--- config.mk ---
export PLATFORM = sky130hd
export DESIGN_NAME = file_mode_string_parser_flat
export DESIGN_NICKNAME = d
export VERILOG_FILES = /design/src/sv/fmsp_pkg.sv /design/src/sv/fmsp_channel_if.sv /design/src/sv/file_mode_string_parser.sv /design/src/flat_wrapper.sv
export SDC_FILE = /design/constraint.sdc
export NUM_CORES = 1
export LEC_CHECK = 0
export ABC_AREA = 1
export BUFFER_PORTS_ARGS = -buffer_cell sky130_fd_sc_hd__clkbuf_2
export CAP_MARGIN = 20
export CORE_AREA = 4 4 101 103
export DETAILED_ROUTE_END_ITERATION = 10
export DIE_AREA = 0 0 105 107
export PLACE_DENSITY_LB_ADDON = 0.15
export SLEW_MARGIN = 20
export SYNTH_ARGS = -nofsm -noshare
export SYNTH_HDL_FRONTEND = slang
export SYNTH_SLANG_ARGS = --single-unit
--- constraint.sdc ---
create_clock -name clk -period 2.7 [get_ports clk]
set_input_delay 0.54 -clock clk [delete_from_list [all_inputs] [get_ports clk]]
set_output_delay 0.54 -clock clk [all_outputs]
set_load 0.05 [all_outputs]
--- src/sv/fmsp_pkg.sv ---
// Shared types and constants for the file mode string parser.
package fmsp_pkg;

	typedef logic [7:0]  char_t;
	typedef logic [11:0] mode_t;
	typedef logic [2:0]  status_t;
	typedef logic [1:0]  kind_t;
	typedef logic [1:0]  phase_t;

	localparam mode_t ALL_BITS   = 12'o7777;
	localparam mode_t WHO_USER   = 12'o4700;
	localparam mode_t WHO_GROUP  = 12'o2070;
	localparam mode_t WHO_OTHER  = 12'o0007;
	localparam mode_t PERM_READ  = 12'o0444;
	localparam mode_t PERM_WRITE = 12'o0222;
	localparam mode_t PERM_EXEC  = 12'o0111;
	localparam mode_t PERM_SUID  = 12'o6000;
	localparam mode_t PERM_STICK = 12'o1000;

	localparam kind_t KIND_EQUALS = 2'd0;
	localparam kind_t KIND_PLUS   = 2'd1;
	localparam kind_t KIND_MINUS  = 2'd2;

	localparam phase_t PHASE_UNKNOWN = 2'd0;
	localparam phase_t PHASE_WHO     = 2'd1;
	localparam phase_t PHASE_WHICH   = 2'd2;

	localparam status_t ST_OK         = 3'd0;
	localparam status_t ST_EXTRA_OP   = 3'd1;
	localparam status_t ST_TOO_BIG    = 3'd2;
	localparam status_t ST_INCOMPLETE = 3'd3;
	localparam status_t ST_INVALID    = 3'd4;

	localparam char_t CH_NUL   = 8'h00;
	localparam char_t CH_A     = 8'h61;
	localparam char_t CH_U     = 8'h75;
	localparam char_t CH_G     = 8'h67;
	localparam char_t CH_O     = 8'h6f;
	localparam char_t CH_PLUS  = 8'h2b;
	localparam char_t CH_MINUS = 8'h2d;
	localparam char_t CH_EQ    = 8'h3d;
	localparam char_t CH_R     = 8'h72;
	localparam char_t CH_W     = 8'h77;
	localparam char_t CH_X     = 8'h78;
	localparam char_t CH_S     = 8'h73;
	localparam char_t CH_T     = 8'h74;
	localparam char_t CH_COMMA = 8'h2c;
	localparam char_t CH_0     = 8'h30;
	localparam char_t CH_7     = 8'h37;
	localparam char_t CH_8     = 8'h38;
	localparam char_t CH_9     = 8'h39;

	localparam logic [2:0] ZERO_SAT = 3'd7;

endpackage

--- src/sv/fmsp_channel_if.sv ---
// Valid/ready channel interfaces for characters in and parse results out.
interface fmsp_char_if;
	logic                 valid;
	logic                 ready;
	fmsp_pkg::char_t      char_code;

	modport source (output valid, output char_code, input ready);
	modport sink   (input valid, input char_code, output ready);
endinterface

interface fmsp_result_if;
	logic                 valid;
	logic                 ready;
	fmsp_pkg::status_t    status;
	fmsp_pkg::mode_t      plus_mask;
	fmsp_pkg::mode_t      minus_mask;

	modport source (output valid, output status, output plus_mask, output minus_mask,
		input ready);
	modport sink   (input valid, input status, input plus_mask, input minus_mask,
		output ready);
endinterface

--- src/sv/file_mode_string_parser.sv ---
// Streaming chmod-style mode string parser, one character per cycle while no NUL waits.
// A NUL character's result is valid once the NUL moves from the input register into the result register.
// Throughput: one character per cycle while no NUL waits; the parse state updates
// from the registered character, so characters may arrive back to back.
// A NUL waits in the input register only while the result register holds a result not taken.
// Reset (arst_n low): all parse state returns to its initial values, no result.
module file_mode_string_parser (
	input  logic                 clk,
	input  logic                 arst_n,
	fmsp_char_if.sink            char_in,
	fmsp_result_if.source        res_out
);

	// input register
	logic                  vld_s1;
	fmsp_pkg::char_t       char_s1;

	// parse state
	fmsp_pkg::mode_t       who_q, perm_q, plus_q, minus_q;
	fmsp_pkg::kind_t       kind_q;
	fmsp_pkg::phase_t      phase_q;
	logic                  op_seen_q, run_q, stopped_q, only_zeros_q;
	fmsp_pkg::status_t     err_q;
	logic [2:0]            zcnt_q;

	// result register
	logic                  out_vld_q;
	fmsp_pkg::status_t     out_status_q;
	fmsp_pkg::mode_t       out_plus_q, out_minus_q;

	// next values
	fmsp_pkg::mode_t       who_d, perm_d, plus_d, minus_d;
	fmsp_pkg::kind_t       kind_d;
	fmsp_pkg::phase_t      phase_d;
	logic                  op_seen_d, run_d, stopped_d, only_zeros_d;
	fmsp_pkg::status_t     err_d;
	logic [2:0]            zcnt_d;
	fmsp_pkg::status_t     res_status;
	fmsp_pkg::mode_t       res_plus, res_minus;

	fmsp_pkg::mode_t       fold_plus, fold_minus;
	logic [14:0]           acc_next;
	logic                  is_nul, is_dec, out_free, adv_s1, exact, skip;

	assign is_nul   = (char_s1 == fmsp_pkg::CH_NUL);
	assign is_dec   = (char_s1 >= fmsp_pkg::CH_0) && (char_s1 <= fmsp_pkg::CH_9);
	assign out_free = !out_vld_q || res_out.ready;
	assign adv_s1   = vld_s1 && (!is_nul || out_free);

	assign char_in.ready = !vld_s1 || adv_s1;

	assign res_out.valid      = out_vld_q;
	assign res_out.status     = out_status_q;
	assign res_out.plus_mask  = out_plus_q;
	assign res_out.minus_mask = out_minus_q;

	// clause fold into the accumulated masks
	always_comb begin
		fold_plus  = plus_q;
		fold_minus = minus_q;
		case (kind_q)
			fmsp_pkg::KIND_PLUS:  fold_plus  = plus_q | perm_q;
			fmsp_pkg::KIND_MINUS: fold_minus = minus_q | perm_q;
			default: begin
				fold_plus  = plus_q | perm_q;
				fold_minus = minus_q | (~perm_q & who_q);
			end
		endcase
	end

	assign acc_next = {perm_q, 3'b000} + {12'd0, char_s1[2:0]};
	assign exact    = only_zeros_q && (zcnt_q == 3'd3 || zcnt_q == 3'd4);

	always_comb begin
		who_d        = who_q;
		perm_d       = perm_q;
		plus_d       = plus_q;
		minus_d      = minus_q;
		kind_d       = kind_q;
		phase_d      = phase_q;
		op_seen_d    = op_seen_q;
		run_d        = run_q;
		stopped_d    = stopped_q;
		only_zeros_d = only_zeros_q;
		err_d        = err_q;
		zcnt_d       = zcnt_q;
		res_status   = err_q;
		res_plus     = '0;
		res_minus    = '0;
		skip         = 1'b0;

		if (is_nul) begin
			if (err_q == fmsp_pkg::ST_OK) begin
				if ((phase_q == fmsp_pkg::PHASE_WHO || perm_q == '0) && !exact) begin
					res_status = fmsp_pkg::ST_INCOMPLETE;
				end else begin
					res_plus  = fold_plus;
					res_minus = fold_minus;
				end
			end
			// back to the initial state for the next string
			who_d        = '0;
			perm_d       = '0;
			plus_d       = '0;
			minus_d      = '0;
			kind_d       = fmsp_pkg::KIND_EQUALS;
			phase_d      = fmsp_pkg::PHASE_UNKNOWN;
			op_seen_d    = 1'b0;
			run_d        = 1'b0;
			stopped_d    = 1'b0;
			only_zeros_d = 1'b1;
			err_d        = fmsp_pkg::ST_OK;
			zcnt_d       = '0;
		end else if (err_q == fmsp_pkg::ST_OK) begin
			if (only_zeros_q && char_s1 == fmsp_pkg::CH_0) begin
				if (zcnt_q != fmsp_pkg::ZERO_SAT)
					zcnt_d = zcnt_q + 3'd1;
			end else begin
				only_zeros_d = 1'b0;
			end

			if (run_q) begin
				if (is_dec) begin
					skip = 1'b1;
					if (!stopped_q) begin
						if (char_s1 >= fmsp_pkg::CH_8)
							stopped_d = 1'b1;
						else if (acc_next[14:12] != 3'd0)
							err_d = fmsp_pkg::ST_TOO_BIG;
						else
							perm_d = acc_next[11:0];
					end
				end else begin
					run_d     = 1'b0;
					stopped_d = 1'b0;
				end
			end

			if (!skip) begin
				case (char_s1) inside
					fmsp_pkg::CH_A: who_d = who_q | fmsp_pkg::ALL_BITS;
					fmsp_pkg::CH_U: who_d = who_q | fmsp_pkg::WHO_USER;
					fmsp_pkg::CH_G: who_d = who_q | fmsp_pkg::WHO_GROUP;
					fmsp_pkg::CH_O: who_d = who_q | fmsp_pkg::WHO_OTHER;
					fmsp_pkg::CH_PLUS, fmsp_pkg::CH_MINUS, fmsp_pkg::CH_EQ: begin
						if (op_seen_q) begin
							err_d = fmsp_pkg::ST_EXTRA_OP;
						end else begin
							if (char_s1 == fmsp_pkg::CH_PLUS)
								kind_d = fmsp_pkg::KIND_PLUS;
							else if (char_s1 == fmsp_pkg::CH_MINUS)
								kind_d = fmsp_pkg::KIND_MINUS;
							else
								kind_d = fmsp_pkg::KIND_EQUALS;
							phase_d   = fmsp_pkg::PHASE_WHICH;
							op_seen_d = 1'b1;
						end
					end
					fmsp_pkg::CH_R: perm_d = perm_q | (fmsp_pkg::PERM_READ & who_q);
					fmsp_pkg::CH_W: perm_d = perm_q | (fmsp_pkg::PERM_WRITE & who_q);
					fmsp_pkg::CH_X: perm_d = perm_q | (fmsp_pkg::PERM_EXEC & who_q);
					fmsp_pkg::CH_S: perm_d = perm_q | (fmsp_pkg::PERM_SUID & who_q);
					fmsp_pkg::CH_T: perm_d = perm_q | fmsp_pkg::PERM_STICK;
					[fmsp_pkg::CH_0:fmsp_pkg::CH_7]: begin
						run_d     = 1'b1;
						stopped_d = 1'b0;
						op_seen_d = 1'b1;
						phase_d   = fmsp_pkg::PHASE_WHICH;
						who_d     = fmsp_pkg::ALL_BITS;
						perm_d    = {9'd0, char_s1[2:0]};
					end
					fmsp_pkg::CH_COMMA: begin
						plus_d    = fold_plus;
						minus_d   = fold_minus;
						who_d     = '0;
						perm_d    = '0;
						kind_d    = fmsp_pkg::KIND_EQUALS;
						op_seen_d = 1'b0;
						phase_d   = fmsp_pkg::PHASE_WHO;
					end
					default: err_d = fmsp_pkg::ST_INVALID;
				endcase
			end
		end
	end

	always_ff @(posedge clk or negedge arst_n) begin
		if (!arst_n) begin
			vld_s1 <= 1'b0;
		end else if (char_in.ready) begin
			vld_s1 <= char_in.valid;
		end
	end

	always_ff @(posedge clk) begin
		if (char_in.ready && char_in.valid)
			char_s1 <= char_in.char_code;
	end

	always_ff @(posedge clk or negedge arst_n) begin
		if (!arst_n) begin
			who_q        <= '0;
			perm_q       <= '0;
			plus_q       <= '0;
			minus_q      <= '0;
			kind_q       <= fmsp_pkg::KIND_EQUALS;
			phase_q      <= fmsp_pkg::PHASE_UNKNOWN;
			op_seen_q    <= 1'b0;
			run_q        <= 1'b0;
			stopped_q    <= 1'b0;
			only_zeros_q <= 1'b1;
			err_q        <= fmsp_pkg::ST_OK;
			zcnt_q       <= '0;
		end else if (adv_s1) begin
			who_q        <= who_d;
			perm_q       <= perm_d;
			plus_q       <= plus_d;
			minus_q      <= minus_d;
			kind_q       <= kind_d;
			phase_q      <= phase_d;
			op_seen_q    <= op_seen_d;
			run_q        <= run_d;
			stopped_q    <= stopped_d;
			only_zeros_q <= only_zeros_d;
			err_q        <= err_d;
			zcnt_q       <= zcnt_d;
		end
	end

	always_ff @(posedge clk or negedge arst_n) begin
		if (!arst_n) begin
			out_vld_q <= 1'b0;
		end else if (out_free) begin
			out_vld_q <= adv_s1 && is_nul;
		end
	end

	// load the result register on a NUL transfer out of the input register
	always_ff @(posedge clk) begin
		if (adv_s1 && is_nul) begin
			out_status_q <= res_status;
			out_plus_q   <= res_plus;
			out_minus_q  <= res_minus;
		end
	end

endmodule

--- src/flat_wrapper.sv ---
// flat-port wrapper written by rule: the top's interface ports become plain ports
module file_mode_string_parser_flat 
  (clk, arst_n, char_in_valid, char_in_char_code, char_in_ready, res_out_valid, res_out_status, res_out_plus_mask, res_out_minus_mask, res_out_ready);
  fmsp_char_if char_in_i ();
  fmsp_result_if res_out_i ();
  input  logic clk;
  input  logic arst_n;
  input wire logic [$bits(char_in_i.valid)-1:0] char_in_valid;
  input wire logic [$bits(char_in_i.char_code)-1:0] char_in_char_code;
  output wire logic [$bits(char_in_i.ready)-1:0] char_in_ready;
  output wire logic [$bits(res_out_i.valid)-1:0] res_out_valid;
  output wire logic [$bits(res_out_i.status)-1:0] res_out_status;
  output wire logic [$bits(res_out_i.plus_mask)-1:0] res_out_plus_mask;
  output wire logic [$bits(res_out_i.minus_mask)-1:0] res_out_minus_mask;
  input wire logic [$bits(res_out_i.ready)-1:0] res_out_ready;
  assign char_in_i.valid = char_in_valid;
  assign char_in_i.char_code = char_in_char_code;
  assign char_in_ready = char_in_i.ready;
  assign res_out_valid = res_out_i.valid;
  assign res_out_status = res_out_i.status;
  assign res_out_plus_mask = res_out_i.plus_mask;
  assign res_out_minus_mask = res_out_i.minus_mask;
  assign res_out_i.ready = res_out_ready;
  file_mode_string_parser u_core (.clk(clk), .arst_n(arst_n), .char_in(char_in_i), .res_out(res_out_i));
endmodule
* Yosys cells after proc, flatten, opt, wreduce, memory -nomap -nowiden
Cells that the tools add are included.
** Word-level totals
- Register bits :: 99
- Bits in latches :: 0
- Bits in writable memories :: 0
- Bits in read-only memories :: 0
- Bits of input ports :: 12
- Memories :: 0
** Cells by class
- Add/subtract/negate cells :: 2
- Multipliers :: 0
- Div/mod/pow operators :: 0
- $lt $le $gt $ge :: 4
- Equality and inequality tests :: 71
- Shifts and indexed selects :: 0
- Multiplexer cells :: 183
- Bitwise gates (word level) :: 11
- Reductions and logical operators :: 45
** Operators with widths (count)
- 12-bit two-way mux :: 66
- 3-bit two-way mux :: 28
- 4-bit by 1-bit inequality test with 1-bit output (second input constant) :: 21
- 8-bit by 7-bit equality test with 1-bit output (second input constant) :: 9
- 2-bit two-way mux :: 34
- 1-bit two-way mux :: 54
- 12-bit OR :: 4
- 8-bit by 6-bit equality test with 1-bit output (second input constant) :: 5
- 12-bit AND reduction :: 3
- 15-bit AND reduction :: 2
- 3-bit by 1-bit inequality test with 1-bit output (second input constant) :: 9
- 2-bit by 1-bit inequality test with 1-bit output (second input constant) :: 13
- 13-bit AND reduction :: 2
- 12-bit one-hot mux with 2 select lines :: 1
- 3-bit by 2-bit inequality test with 1-bit output (second input constant) :: 6
- 8-bit by 6-bit >= comparator with 1-bit output (second input constant) :: 2
- 8-bit by 6-bit less-or-equal comparator with 1-bit output (second input constant) :: 2
- 15-bit by 3-bit adder with 15-bit output :: 1
- 5-bit nonzero test :: 3
- 14-bit AND reduction :: 1
- 12-bit bitwise AND :: 1
- 12-bit zero test :: 1
- 12-bit by 3-bit inequality test with 1-bit output (second input constant) :: 1
- 12-bit inverter :: 1
- other kinds (22) :: 46

* Logic depth before layout (Yosys ltp)
Gate-level depths: netlist of the first run.
- Word-level depth :: 22
- Gate-level depth with buffers :: 14

* Worst setup path after synthesis of the first run
OpenSTA, ideal clock, no wires.
- Kind :: register to register
- Start point :: register u_core.char_s1[3]
- End point :: register u_core.char_s1[0], enable pin
- Library setup time :: 275 ps
- Data arrival time :: 1890 ps
- Required time :: 2425 ps
- Slack :: 535 ps
- Cell stages (with the launch flop) :: 8
- Path through :: edfxtp_1 > nor2_2 > nand3_2 > nor2_4 > buf_2 > nand3_1 > nand2_1 > inv_1
** On the way
- Word-level cells in the longest chain between the ends :: 6
** Ends and longest elaborated chain
- from (decl) :: line file_mode_string_parser.sv:16 : fmsp_pkg::char_t char_s1;
- from (signal assigned) :: line file_mode_string_parser.sv:197 : char_s1 <= char_in.char_code;
- 8-bit zero test :: line file_mode_string_parser.sv:45 : assign is_nul = (char_s1 == fmsp_pkg::CH_NUL);
- 1-bit zero test :: line file_mode_string_parser.sv:48 : assign adv_s1 = vld_s1 && (!is_nul || out_free);
- 1-bit logical OR :: line file_mode_string_parser.sv:48
- 1-bit logical AND :: line file_mode_string_parser.sv:48
- 1-bit logical OR :: line file_mode_string_parser.sv:50 : assign char_in.ready = !vld_s1 || adv_s1;
- net char_in_ready :: line flat_wrapper.sv:10 : output wire logic [$bits(char_in_i.ready)-1:0] char_in_ready;
- 1-bit logical AND :: line file_mode_string_parser.sv:196 : if (char_in.ready && char_in.valid)
The timed path passes the listed nets, and every way through them passes these cells.
A chain may end at the register's enable or synchronous reset.

* Final worst setup path of the first run
- Start point :: register u_core.char_s1[1]
- End point :: output char_in_ready
** On the way
- Word-level cells in the longest chain between the ends :: 5
** Ends and longest elaborated chain (line)
- 8-bit zero test :: file_mode_string_parser.sv:45
- 1-bit zero test :: file_mode_string_parser.sv:48
- 1-bit logical OR :: file_mode_string_parser.sv:48
- 1-bit logical AND :: file_mode_string_parser.sv:48
- 1-bit logical OR :: file_mode_string_parser.sv:50
- to (decl) :: flat_wrapper.sv:10
No other way between the ends.

==> impl_metrics.py, run 1 <==
metrics = {
    "grt": {
        "grt_usage_pct": 23.1,
        "grt-ovfl-total": 0,
        "grt_pass1_vias": 4228,
        "antenna_found_initial": 0,
        "grt_pass1_wl_um": 20600,
        "grt_max_degree": 57,
    },
    "power": {
        "combPwrFrac_pct": 23.9,
        "power_density_nw_per_um2": 656,
        "p_clk_share_pct": 26.8,
        "p_sw_mw": 1.19,
        "leakage_nw": 2.86,
        "power.internal_mw": 2.34,
        "swShare_pct": 33.7,
        "ir_drop_uv": 342,
        "power_frac_seq_pct": 49.3,
    },
    "logic_synthesis": {
        "synth_fp_nets": 649,
        "synthAdderAreaFrac_pct": 0.777,
        "synth-compound-area-share_pct": 10.0,
        "netlist_area_um2": 4830,
        "synthXorXnorAreaFrac_pct": 0,
        "muxShareOfSynthArea_pct": 0,
        "yosysWarnings": 0,
        "ys_seq_elements": 91,
        "yosysSeqAreaShare_pct": 50.8,
        "synth_area_per_cell_um2": 7.62,
        "synth_cells": 634,
        "synth_top_family_by_area": "simple AND/OR/NAND/NOR gates",
        "synth_cell_types": 30,
        "synth-simple-area-share_pct": 30.1,
    },
    "timing": {
        "setup_viol": 0,
        "setup_ws_ns": 0.264,
        "finalHoldViolCount": 0,
        "hold_ws_ns": 0.303,
        "finalClockSkew_ns": 0.0174,
        "worst_pin_slew_ns": 0.775,
        "min_period_ns": 2.44,
        "drv_slew": 0,
        "finalCritPeriodShare_pct": 90.2,
        "fmax_ghz": 0.411,
        "rsz0062_at_grt": "false",
        "final.setup.tns_ns": 0,
        "slew_headroom_pct": 48.3,
    },
    "placement": {
        "postPlaceCellArea_um2": 5170,
        "hpwlAfterDp_um": 9240,
        "dp_slack_ns": 0.365,
        "io_buffers": 40,
        "gp_congestion": 0.919,
    },
    "critical_path": {
        "path_class": "register to output pin",
        "path_buf_inv": 1,
        "cp_slowest_cell": "edfxtp_1",
        "worst_setup_path_end_kind": "output pin",
        "crit_family": "simple AND/OR/NAND/NOR gates",
        "critPathMaxStageDelay_ns": 0.45,
        "crit_arrival_ns": 1.90,
        "worst-path-max-fanout": 9,
        "worstPathCellList": "nor2_1 > nand2_2 > nor2_4 > nand3_1 > clkbuf_2",
        "critPathRequiredTime_ns": 2.16,
        "start_kind": "register",
    },
    "floorplanning": {
        "die-area_um2": 11200,
        "design.core.area_um2": 9200,
        "rows": 35,
        "start_util_pct": 52.5,
        "ioPinCount": 41,
        "fp.dieW_um": 105,
        "die_h_um": 107,
    },
    "detailed_routing": {
        "ant_nets": 0,
        "drcViolationCount": 0,
        "dr.pass1.iters": 5,
        "wl_per_cell_um": 15.5,
        "drt_wl_total_um": 12300,
        "drtIter0Drc": 323,
        "vias_per_cell": 5.41,
        "vias": 4299,
    },
    "cells_and_area": {
        "post-route-cell-area_um2": 5370,
        "final_nets": 693,
        "fillCellCount": 850,
        "syn_to_final_growth_pct": 11.1,
        "n_antenna_cell": 0,
        "post_route_cells_drive_above_1_share_pct": 11.3,
        "utilization_pct": 58.4,
    },
    "clocking": {
        "insertion_delay_ns": 0.37,
        "cts_sinks": 91,
        "clkSlewWorstSetupHoldPaths_ns": 0.10,
        "clockBufferDepth": 2,
        "cts_buffers": 9,
        "cts_resized": 0,
        "clockRootBuffer": "clkbuf_8",
        "htreeDepth": 3,
        "cts-hold-fix-buffers": 0,
        "cts_tree": "done",
        "post-cts-setup-buffer-count": 0,
    },
    "run": {
        "cap_violations": 0,
    },
    "min_path": {
        "hp-class": "primary input to asynchronous set/reset pin",
    },
    "outcome": {
        "outcome": "completed",
    },
}
-- path summary, 6_finish.rpt --
kind	cells past startpoint	slack, ns	to	startpoint
max in group asynchronous	2	1.86	u_core.perm_q[11]	arst_n
setup / recovery	5	0.26	char_in_ready	u_core.char_s1[1]
setup reg to reg	9	0.32	u_core.perm_q[10]	u_core.char_s1[6]
hold / removal	2	0.30	u_core.err_q[2]	arst_n
hold reg to reg	2	0.50	u_core.phase_q[0]	u_core.phase_q[0]
min in group clk	1	0.35	u_core.char_s1[1]	char_in_char_code[1]
-- kinds of logic after synthesis --
logic type,after synthesis
buffers and inverters,101
flip-flops,91
adder cells (fa/ha/maj),3
AND/OR/NAND/NOR,349
AO/OA/AOI/OAI,90
-- sequential cells by signal (all words and copies together), names as in the netlist --
register	flops
u_core.zcnt_q	3
u_core.only_zeros_q	1
u_core.char_s1	8
u_core.minus_q	12
u_core.res_out.minus_mask	12
u_core.perm_q	12
u_core.res_out.status	3
u_core.res_out.plus_mask	12
u_core.kind_q	2
u_core.op_seen_q	1
u_core.err_q	3
u_core.run_q	1
u_core.plus_q	12
u_core.res_out.valid	1
u_core.who_q	4
u_core.stopped_q	1
u_core.phase_q	2
u_core.vld_s1	1
-- per-layer routing --
metal | track usage (%) | wire length, µm | vias up
met5 | 0 | 0 | -
met4 | 8.34 | 281 | 0
met3 | 4.15 | 829 | 24
met2 | 38.0 | 5730 | 192
met1 | 30.7 | 5460 | 1965
li1 | - | - | 2118
-- through the flow --
step                      power, mW  instances
after floorplan                2.30        634
after global placement         2.57        778
after detailed placement       2.59        778
after CTS                      3.53        794
after global routing           3.74        794
final                          3.52        794
-- cells in the final DEF (no fill, tap or decap) --
master	Yosys	routed
nor2_4	3	3
nand4_1	10	10
o211ai_1	1	1
nor2_1	82	82
a22o_1	1	1
o22ai_1	1	1
nor2_2	3	3
nand2_2	1	1
a31oi_1	11	11
clkbuf_8	0	9
dfrtp_1	55	55
clkinvlp_4	0	1
nand3_1	42	42
o21ai_1	2	2
o21bai_1	2	2
inv_6	0	3
nand2_1	199	199
a21boi_0	1	1
nand3_4	1	1
nor3_1	6	6
nand3_2	2	2
clkinv_2	0	2
o41ai_1	1	1
a21oi_1	10	10
clkbuf_2	0	40
bufinv_16	0	1
buf_4	1	9
buf_12	0	1
o21ai_0	60	60
inv_1	84	84
ha_1	3	3
edfxtp_1	35	35
dfstp_2	1	1
-- final cells by class --
cell class,instances,area [µm²],area share [%]
Clock inverter,7,73.8,1.38
Inverter,84,315,5.87
Clock buffer,9,124,2.31
Tap cell,111,139,2.59
Timing Repair Buffer,50,288,5.36
Sequential cell,91,2450,45.7
Multi-Input combinational cell,442,1970,36.8
-- worst reg2reg max path: stages, from the launching register on --
cell	delay [ns]
edfxtp_1	0.43
nor2_2	0.26
nand3_1	0.25
nor2_2	0.25
nand3_1	0.50
o21ai_0	0.36
nand2_1	0.09
o21ai_0	0.08
nand2_1	0.06
nand2_1	0.05
-- cell usage after synthesis (all sizes together) --
| master | n | area share, % |
|---|---|---|
| buf | 8 | 1.1 |
| o22ai | 1 | 0.13 |
| ha | 3 | 0.78 |
| nor3 | 6 | 0.62 |
| nand3 | 45 | 5.1 |
| o21bai | 2 | 0.31 |
| dfrtp | 55 | 28 |
| nand4 | 10 | 1.3 |
| o41ai | 1 | 0.18 |
| clkbuf | 9 | 0.70 |
| nor2 | 88 | 7.5 |
| dfstp | 1 | 0.54 |
| a22o | 1 | 0.18 |
| inv | 84 | 6.5 |
| nand2 | 200 | 16 |
| o21ai | 62 | 6.4 |
| edfxtp | 35 | 22 |
| o211ai | 1 | 0.16 |
| a31oi | 11 | 1.4 |
| a21oi | 10 | 1.0 |
| a21boi | 1 | 0.16 |
-- power by group through the flow --
| stage | clock [mW] | sequential (mW) | combinational, mW |
|---|---|---|---|
| final | 0.945 | 1.74 | 0.843 |
| after global routing | 1.01 | 1.76 | 0.973 |
| after CTS | 0.963 | 1.73 | 0.836 |
| after detailed placement | 0 | 1.76 | 0.829 |
| after global placement | 0 | 1.76 | 0.811 |
| after floorplan | 0 | 1.73 | 0.571 |
Note: power is estimated with default switching activity, not from simulation.
==> inputs of run 2 (changes only) <==
==> constraint.sdc (replaced) <==
create_clock -name clk -period 2 [get_ports clk]
set_input_delay 0.4 -clock clk [delete_from_list [all_inputs] [get_ports clk]]
set_output_delay 0.4 -clock clk [all_outputs]
set_load 0.05 [all_outputs]
==> impl_metrics.py, run 2 (synthesis gave the netlist of run 1 again) <==
metrics = {
    "timing": {
        "final.setup.tns_ns": -0.0274,
        "min_period_ns": 2.03,
        "setup_viol": 1,
        "fmax_ghz": 0.493,
        "drv_slew": 0,
        "rsz0062_at_grt": "true",
        "finalCritPeriodShare_pct": 101,
        "setup_ws_ns": -0.0274,
        "finalClockSkew_ns": 0.0197,
        "finalHoldViolCount": 0,
        "worst_pin_slew_ns": 0.522,
        "slew_headroom_pct": 65.1,
    },
    "clocking": {
        "clkSlewWorstSetupHoldPaths_ns": 0.10,
        "cts-hold-fix-buffers": 0,
        "htreeDepth": 3,
        "cts_tree": "done",
        "cts_buffers": 9,
        "clockBufferDepth": 2,
        "insertion_delay_ns": 0.37,
        "cts_sinks": 91,
        "clockRootBuffer": "clkbuf_8",
    },
    "power": {
        "p_clk_share_pct": 26.0,
        "power_frac_seq_pct": 44.4,
        "ir_drop_uv": 436,
        "power.internal_mw": 3.41,
        "power_density_nw_per_um2": 837,
        "combPwrFrac_pct": 29.6,
        "leakage_nw": 3.27,
        "p_sw_mw": 1.83,
        "swShare_pct": 35.0,
    },
    "critical_path": {
        "worstPathCellList": "nor2_4 > nand3_2 > nor2_4 > buf_6 > nand3_4 > buf_8",
        "worst-path-max-fanout": 6,
        "cp_slowest_cell": "edfxtp_1",
        "worst_setup_path_end_kind": "output pin",
        "path_buf_inv": 2,
        "crit_family": "simple AND/OR/NAND/NOR gates",
        "crit_arrival_ns": 1.63,
        "start_kind": "register",
        "path_common_cell": "nor2_4",
        "critPathRequiredTime_ns": 1.60,
        "path_class": "register to output pin",
        "critPathMaxStageDelay_ns": 0.44,
    },
    "cells_and_area": {
        "instances_no_fill": 862,
        "final_nets": 761,
        "syn_to_final_growth_pct": 29.8,
        "post-route-cell-area_um2": 6270,
        "n_antenna_cell": 0,
        "post_route_cells_drive_above_1_share_pct": 25.3,
        "final_common_cell": "nand2_1",
        "layout_common_cells": "188 x nand2_1, 73 x inv_1, 67 x nor2_1",
    },
    "detailed_routing": {
        "dr.pass1.iters": 5,
        "drcViolationCount": 0,
        "ant_nets": 0,
        "drt_wl_total_um": 14100,
        "vias": 4727,
        "wl_per_cell_um": 16.4,
        "vias_per_cell": 5.48,
        "drtIter0Drc": 351,
    },
    "floorplanning": {
        "ioPinCount": 41,
        "start_util_pct": 52.5,
        "rows": 35,
        "fp.dieW_um": 105,
        "die_h_um": 107,
        "die-area_um2": 11200,
        "design.core.area_um2": 9200,
    },
    "outcome": {
        "violations": "negative setup slack",
        "outcome": "finished, violations left",
    },
    "placement": {
        "io_buffers": 40,
        "gp_congestion": 0.956,
        "postPlaceCellArea_um2": 5580,
        "hpwlAfterDp_um": 9680,
        "placed_cells": 826,
    },
    "grt": {
        "antenna_found_initial": 0,
        "grt_max_degree": 57,
        "grt_pass1_vias": 4433,
        "grt_usage_pct": 24.0,
        "grt_pass1_wl_um": 21600,
        "grt-ovfl-total": 0,
    },
    "min_path": {
        "hp-class": "primary input to asynchronous set/reset pin",
    },
    "run": {
        "cap_violations": 0,
    },
}
run 2: cell types whose count changed in the layout (fill, tap and decap cells not counted), moves of 7 or more:
| cell | change |
|---|---|
| nor2_2 | +8 |
| nand2_1 | -11 |
| nor2_1 | -15 |
| buf_4 | +54 |
| inv_2 | +9 |
| inv_1 | -11 |
| nor2_4 | +7 |
| nand2_2 | +8 |
run 2: routing by layer:
metal | up-vias | global-route usage, % | part of all wire, %
met5 | - | 0 | 0
met4 | 0 | 6.94 | 2.5
met3 | 42 | 5.36 | 7.2
met2 | 206 | 39.0 | 48
met1 | 2201 | 32.5 | 42
li1 | 2278 | - | -
run 2: power by group through the flow:
stage,registers (mW),clock network [mW],logic (mW)
after floorplan,2.33,0,0.771
after global placement,2.35,0,1.30
after detailed placement,2.36,0,1.32
after CTS,2.32,1.37,1.35
after global routing,2.35,1.47,1.73
final,2.33,1.36,1.55
run 2: cell type report:
type,instances,area [µm²]
flip-flops and latches,91,2450
multi-input cells,443,2180
fillers,769,2930
well taps,111,139
clock buffers,9,124
repair buffers,117,953
clock inverters,7,92.6
inverters,84,322
run 2: metrics by stage:
| step | hold slack [ns] | setup WS (ns) | power, mW | util [%] |
|---|---|---|---|---|
| global route | 0.0269 | -0.142 | 5.55 | 68.2 |
| CTS | 0.0358 | -0.0678 | 5.05 | 63.3 |
| global placement | 0.435 | -0.103 | 3.65 | 60.6 |
| detailed placement | 0.434 | -0.103 | 3.68 | 60.6 |
| finish | 0.0198 | -0.0274 | 5.24 | 68.2 |
| floorplan | 0.104 | 0.0482 | 3.10 | - |
run 2: worst reg2reg max path, cell delays in order (launching register included):
cell       delay (ns)
edfxtp_1         0.44
nor2_4           0.16
nand3_2          0.10
nor2_4           0.19
nor2_1           0.09
nor2_4           0.23
nand3_4          0.12
nor2_4           0.14
buf_12           0.14
clkbuf_16        0.15
nand3_1          0.06
o21ai_0          0.08
run 2: repair_timing:
action,in CTS,in global routing
gates cloned,0,7
pin swaps,0,18
buffers inserted,0,13
gates resized for setup,6,65
setup endpoints to repair,30,72
run 2: worst paths after layout:
| path | startpoint | endpoint | slack (ns) | cells past startpoint |
|---|---|---|---|---|
| min in group clk | char_in_char_code[4] | u_core.char_s1[4] | 0.20 | 1 |
| worst min-delay path | arst_n | u_core.zcnt_q[1] | 0.02 | 2 |
| worst max-delay path | u_core.char_s1[2] | char_in_ready | -0.03 | 6 |
| worst max register to register | u_core.char_s1[2] | u_core.plus_q[2] | 0.01 | 11 |
| worst min register to register | u_core.only_zeros_q | u_core.only_zeros_q | 0.50 | 2 |
| max in group asynchronous | arst_n | u_core.only_zeros_q | 1.68 | 2 |
